## config.mk

```make
export PLATFORM = sky130hd
export DESIGN_NAME = ldpm_dly
export DESIGN_NICKNAME = d
export VERILOG_FILES = /design/src/assert_macros.svh /design/src/ldpm_dly.sv
export SDC_FILE = /design/constraint.sdc
export NUM_CORES = 1
export LEC_CHECK = 0
export BUFFER_PORTS_ARGS = -buffer_cell sky130_fd_sc_hd__buf_2
export CAP_MARGIN = 20
export CORE_ASPECT_RATIO = 0.6
export CORE_UTILIZATION = 45
export DETAILED_ROUTE_END_ITERATION = 10
export PLACE_DENSITY_LB_ADDON = 0.12
export SYNTH_ARGS = -nofsm -noshare
export SYNTH_HDL_FRONTEND = slang
export SYNTH_SLANG_ARGS = --single-unit
```

## constraint.sdc

```tcl
create_clock -name clk -period 0.9 [get_ports clk]
set_input_delay 0.09 -clock clk [delete_from_list [all_inputs] [get_ports clk]]
set_output_delay 0.09 -clock clk [all_outputs]
set_load 0.01 [all_outputs]
```

## src/assert_macros.svh

```systemverilog
// Assertion macros for the RTL files; only the mapper top level includes them.
`ifndef ASSERT_MACROS_SVH
`define ASSERT_MACROS_SVH
`ifndef NO_ASSERTIONS
`define ASSERT_IMPLIES(name, clk, rst_n, pre, post) \
	name: assert property (@(posedge clk) disable iff (!rst_n) (pre) |-> (post)) \
		else $error("assertion failed: same-cycle implication");
`define ASSERT_NEXT(name, clk, rst_n, pre, post) \
	name: assert property (@(posedge clk) disable iff (!rst_n) (pre) |=> (post)) \
		else $error("assertion failed: next-cycle implication");
`else
`define ASSERT_IMPLIES(name, clk, rst_n, pre, post)
`define ASSERT_NEXT(name, clk, rst_n, pre, post)
`endif
`endif

```

## src/ldpm_dly.sv

```systemverilog
// Stall-aware delay line for side values of the pipeline.
module ldpm_dly #(
	parameter int W = 48,
	parameter int N = 4
) (
	input  logic         clk,
	input  logic         en,
	input  logic [W-1:0] d,
	output logic [W-1:0] q
);

	logic [W-1:0] tap_q [N];

	always_ff @(posedge clk) begin
		if (en) begin
			tap_q[0] <= d;
			for (int i = 1; i < N; i++) tap_q[i] <= tap_q[i-1];
		end
	end

	assign q = tap_q[N-1];

endmodule

```

## After elaboration in Yosys (flattened, before gate mapping)

Memory sizes are Yosys's and may differ from the RTL's.
Index checks and enable logic that the tools add are counted.
Widths: inputs -> output; s select.

| storage, ports and cells | value |
|---|---|
| register bits after elaboration | 0 |
| memory bits (writable) | 192 |
| output and inout port bits | 48 |
| logic and storage cells | 3 |
| memories kept | 1 |

| cells by class | value |
|---|---|
| mux-type cells | 2 |

Memories:

| name | depth | width | read ports | clocked after memory_dff | wr ports | RTL line | RTL |
|---|---|---|---|---|---|---|---|
| tap_q | 4 | 48 | 4 | 0 | 4 | ldpm_dly.sv:12 | `logic [W-1:0] tap_q [N];` |

Operators by type and width:

| operator | count |
|---|---|
| $mux 1 | 2 |

## Depth between registers and ports, before layout

Gate-level depths: netlist of run 1.

| logic depth | value |
|---|---|
| depth after elaboration | 2 |
| mapped depth | 0 |
| depth with buffers taken out | 0 |

## Worst setup path before layout of run 1

OpenSTA, ideal clock, no wires.

| timing path | value |
|---|---|
| kind | register -> register |
| from | memory tap_q[0][0] |
| to | memory tap_q[1][0], data pin |
| setup time | 266 ps |
| data arrival time | 323 ps |
| required time | 634 ps |
| path slack | 311 ps |
| stages on the path, launching flop included | 1 |
| cell sequence | edfxtp_1 |

RTL lines:

| item | RTL line |
|---|---|
| from (decl) | ldpm_dly.sv:12 |

==> results of run 1 <==
-- how the worst max path moves through the flow --
stage	startpoint	to	slack [ps]	cells past startpoint
2_1_floorplan	tap_q[0][0]$_DFFE_PP_	tap_q[1][0]$_DFFE_PP_	310	0
3_3_place_gp	en	tap_q[3][34]$_DFFE_PP_	-4	2
3_5_place_dp	en	tap_q[3][34]$_DFFE_PP_	-20	2
4_1_cts	tap_q[3][45]$_DFFE_PP_	q[45]	-200	1
5_1_grt	tap_q[3][40]$_DFFE_PP_	q[40]	-220	1
6_report	tap_q[3][27]$_DFFE_PP_	q[27]	-190	1
-- Yosys cell counts (all sizes together) --
| cell | instances |
|---|---|
| edfxtp | 192 |
-- power by group through the flow --
stage	registers (W)	logic, W	clock network (W)
final	0.0107	0.000683	0.00689
after CTS	0.0107	0.000692	0.00711
after global placement	0.0108	0.000520	0
after floorplan	0.0109	0	0
after detailed placement	0.0109	0.000530	0
after global routing	0.0107	0.000749	0.00746
-- area by class of cell --
type | instances | area (sq um) | area share [%]
Clock buffer | 17 | 425 | 5.56
Sequential cell | 192 | 5770 | 75.4
Timing Repair Buffer | 157 | 1110 | 14.6
Tap cell | 165 | 206 | 2.70
Clock inverter | 15 | 134 | 1.75
-- per-layer routing --
metal,GRT usage (%),up-vias
met3,4.39,9
met4,7.31,0
li1,-,1142
met2,15.9,61
met1,16.0,1172
met5,0,-
-- repair_timing --
action,4_1_cts,5_1_grt
setup endpoints to repair,48,48
endpoints found under the hold margin,48,0
gates resized for setup,0,4
hold buffers,48,0
-- logic make-up (layout without fill, tap and decap cells) --
logic type             count (synthesis)  after routing  share of synthesized area, %
DFF                                  192            192                           100
buffers and inverters                  0            189                             0
-- cells in the final DEF (no fill, tap or decap) --
cell / instances
buf_6: 2
buf_12: 3
clkinv_1: 1
clkbuf_16: 17
clkinv_4: 5
clkbuf_8: 1
buf_2: 94
clkinv_2: 1
dlygate4sd3_1: 48
clkinvlp_4: 3
buf_4: 9
clkinv_8: 1
inv_6: 1
edfxtp_1: 192
inv_8: 3
-- per-stage QoR --
stage | setup TNS [ps] | hold slack (ps) | cell area [sq um] | power [W] | std cells
4_1_cts | -6510 | 40.7 | 7630 | 0.0185 | 546
3_5_place_dp | -384 | 268 | 6590 | 0.0114 | 466
6_report | -5260 | 48.4 | 7650 | 0.0182 | 546
5_1_grt | -7520 | 42.9 | 7650 | 0.0189 | 546
3_3_place_gp | -87.6 | 266 | 6590 | 0.0114 | 466
2_1_floorplan | 0 | 189 | 5770 | 0.0109 | 192
==> results.toml, run 1 <==
[setup_path]
rr_worst_depth = 0
cp_top_family = "flip-flops"
worst-path-max-fanout = 1
crit_slowest_cell = "edfxtp_1"
rrSetupSlack_ps = 230
rr_startpoint = "tap_q[0][15]$_DFFE_PP_"
path_cells = "buf_2"
arrival_ps = 1000
cp-start-kind = "flip-flop"
rr_endpoint = "tap_q[1][15]$_DFFE_PP_"
critPathCaptureType = "output pin"
crit_buf_inv = 1
crit_required_ps = 810
worst_path_largest_cell_delay_ps = 430
crit_type = "flip-flop to output pin"

[yosys]
synth_area_per_cell_sq_um = 30.0
synthesis.instances = 192
seq_area_frac_synth_pct = 100
synth_top_area_cell = "edfxtp_1"
syn_nets = 242
ys_top_cells_by_area = "edfxtp_1 100%"
syn_area_sq_um = 5770
ys_ff_latch = 192
yosysWarnings = 0
synth_top_area_share_pct = 100
synth.distinct_cells = 1

[die]
die_y_um = 89.7
boundaryPins = 98
start_util_pct = 47.0
rows = 31
die-area_sq_um = 13300
die_width_um = 148
coreArea_sq_um = 12300

[global_routing]
grt_usage_pct = 11.7
antenna_found_initial = 0
grt_pass1_wl_mm = 11.0
overflow = 0
grt_max_degree = 39
first_global_vias = 2174

[layout]
areaGrowthSynthToFinish_pct = 32.6
multi_input_area_sq_um = 0
final.fill_count = 898
reg_top3 = "tap_q: 192 flops"
finish.net_count = 418
diodes = 0
largest_reg_flops = 192
largest_register = "tap_q"
fin_util_pct = 62.4
drive_gt1_share_pct = 36.7
nMultiInputCombCells = 0

[place]
routabilityCongestion = 0.654
port_buffers = 97
place_hpwl_mm = 4.32
place_ws_ps = -18.8

[route]
maxUsedRoutingLayer = "met4"
drtAntennaViolNets = 0
dr_wl_met3_um = 413
wl_per_cell_um = 13.4
first_iter_violations = 179
routed_wl_mm = 7.32
met1_length_mm = 3.50
drcViolationCount = 0
first_pass_iters = 4
route.met2.wl_mm = 3.31
vias = 2384
avgViaCountPerCell = 4.37

[worst_hold_path]
hold_end = "tap_q[2][13]$_DFFE_PP_"
min-delay-path-class = "primary input to flip-flop"
hold_depth = 1
min-delay-start = "en"

[cts]
htreeDepth = 4
clock_sinks = 192
clock_path_buffers = 2
clk_latency_ps = 410
cts_setup_buffers = 0
cts_tree = "built"
cts_made_buffers = 17
path_clk_slew_ps = 70
cts-root-buf = "clkbuf_16"

[timing]
slew_headroom_pct = 86.7
hold_viol_final = 0
fmax_mhz = 917
period_share_pct = 121
fin_worst_skew_ps = 10.2
setup_violations = 48
layout_min_cycle_time_ps = 1090
report.final.slew_viol_count = 0
fin_ws_ps = -190
rsz0062_at_grt = "yes"
worst_pin_slew_ps = 200

[flow_run]
drv_cap = 0

[power_and_ir_drop]
p_int_w = 0.0145
seqPwrFrac_pct = 58.5
clkPwrFrac_pct = 37.8
ir_drop_uv = 1370
swShare_pct = 20.5
switchingPower_w = 0.00373
power.density_nw_per_um2 = 2390
p_leak_nw = 2.81
p_comb_share_pct = 3.7

[outcome]
violations = "setup timing"
status = "finished with violations"
(Power assumes the default switching activity.)
==> run 2, diff against run 1 <==
Settings changed: BUFFER_PORTS_ARGS -buffer_cell sky130_fd_sc_hd__buf_2 to unset, DONT_BUFFER_PORTS set to 1.
==> run 2 against run 1 <==
Compared with the run above: the flow finishes with violations (hold timing, setup timing); setup slack better by 140 ps; die area stayed put; via count is 16% lower; sequential share of layout area is 5.8 points higher.
==> results.toml, run 2 (synthesized netlist as in run 1, its figures left out) <==
[timing]
hold_viol_final = 192
worst_pin_slew_ps = 213
slew_headroom_pct = 85.8
fin_worst_skew_ps = 7.07
period_share_pct = 106
layout_min_cycle_time_ps = 953
setup_violations = 48
hold-worst-slack_ps = -204
rsz0062_at_grt = "yes"
fmax_mhz = 1050
report.final.slew_viol_count = 0
fin_ws_ps = -53.1

[layout]
areaGrowthSynthToFinish_pct = 23.2
drive_gt1_share_pct = 11.4
multi_input_area_sq_um = 0
instances_no_fill = 437
diodes = 0
reg_top3 = "tap_q: 192 flops"
largest_register = "tap_q"
nMultiInputCombCells = 0
largest_reg_flops = 192
finish.net_count = 309
final_cell_mix = "192 x edfxtp_1, 48 x dlygate4sd3_1, 17 x clkbuf_16, 5 x clkinv_4, 4 x bufinv_16"
mostFrequentLayoutCell = "edfxtp_1"

[cts]
clock_sinks = 192
cts_made_buffers = 17
clk_latency_ps = 410
clock_path_buffers = 2
cts_setup_buffers = 0
path_clk_slew_ps = 70
cts-root-buf = "clkbuf_16"
cts_tree = "built"
htreeDepth = 4
cts_hold_buf = 48

[power_and_ir_drop]
power_w = 0.0190
p_leak_nw = 2.40
power.density_nw_per_um2 = 2670
ir_drop_uv = 1240

[route]
drtAntennaViolNets = 0
first_pass_iters = 4
wl_per_cell_um = 15.9
first_iter_violations = 175
drcViolationCount = 0
routed_wl_mm = 6.96
avgViaCountPerCell = 4.59
vias = 2005

[setup_path]
crit_type = "flip-flop to output pin"
arrival_ps = 860
critPathCaptureType = "output pin"
crit_required_ps = 810
worst-path-max-fanout = 1
cp-start-kind = "flip-flop"

[die]
coreArea_sq_um = 12300
die-area_sq_um = 13300
start_util_pct = 47.0
boundaryPins = 98
die_y_um = 89.7
rows = 31
die_width_um = 148

[outcome]
violations = "hold timing, setup timing"
status = "finished with violations"

[global_routing]
busiest_layer = "met2"
gr-usage-met1_pct = 12.4
antenna_found_initial = 0
grt_usage_pct = 10.6
first_global_vias = 1850
grt_pass1_wl_mm = 9.78
grt_max_degree = 193
overflow = 0
grt_util_met3_pct = 6.72
gr-usage-met2_pct = 15.2

[flow_run]
drv_cap = 0

[place]
port_buffers = 0
placedCellCount = 357
place_hpwl_mm = 3.40
routabilityCongestion = 0.638

[worst_hold_path]
min-delay-path-class = "primary input to flip-flop"
## run 2: stage by stage
stage / hold slack [ps] / area [sq um] / worst slack [ps] / util, % / setup TNS (ps)
final: -204 / 7100 / -53.1 / 58.0 / -1470
after global routing: -235 / 7100 / -115 / 58.0 / -3520
after CTS: -225 / 7100 / -80.5 / 58.0 / -2570
after detailed placement: 189 / 5970 / 259 / 48.7 / 0
after floorplan: 189 / 5770 / 311 / - / 0
after global placement: 189 / 5970 / 284 / 48.7 / 0
## run 2: cell type report
type | instances | area [sq um]
Sequential cell | 192 | 5770
Clock buffer | 17 | 425
Clock inverter | 15 | 226
Tap cell | 165 | 206
Timing Repair Buffer | 48 | 480
Fill cell | 893 | 5150
## run 2: final timing paths
check,from,end,slack (ps),cells after the start
max,tap_q[3][38]$_DFFE_PP_,q[38],-50,0
min reg2reg,tap_q[0][17]$_DFFE_PP_,tap_q[1][17]$_DFFE_PP_,410,0
min,en,tap_q[1][13]$_DFFE_PP_,-200,0
max reg2reg,tap_q[1][15]$_DFFE_PP_,tap_q[2][15]$_DFFE_PP_,250,0
## run 2: timing repair
item / CTS / global route
resized for setup: 0 / 0
gates cloned: 0 / 0
setup endpoints to repair: 48 / 48
hold endpoints to repair: 240 / 192
## run 2: routing by layer
layer	vias to the layer above	part of all wire, %	routed length (um)
met5	-	0	0
met4	0	1.1	80
met2	60	48	3330
met3	9	7.5	519
met1	1015	44	3030
li1	921	-	-
## run 2: power breakdown
group,internal [W],switching [W],leakage (nW)
clock network,0.00476,0.00330,0.318
logic,0.000138,0.0000330,0.200
registers,0.0105,0.000226,1.88
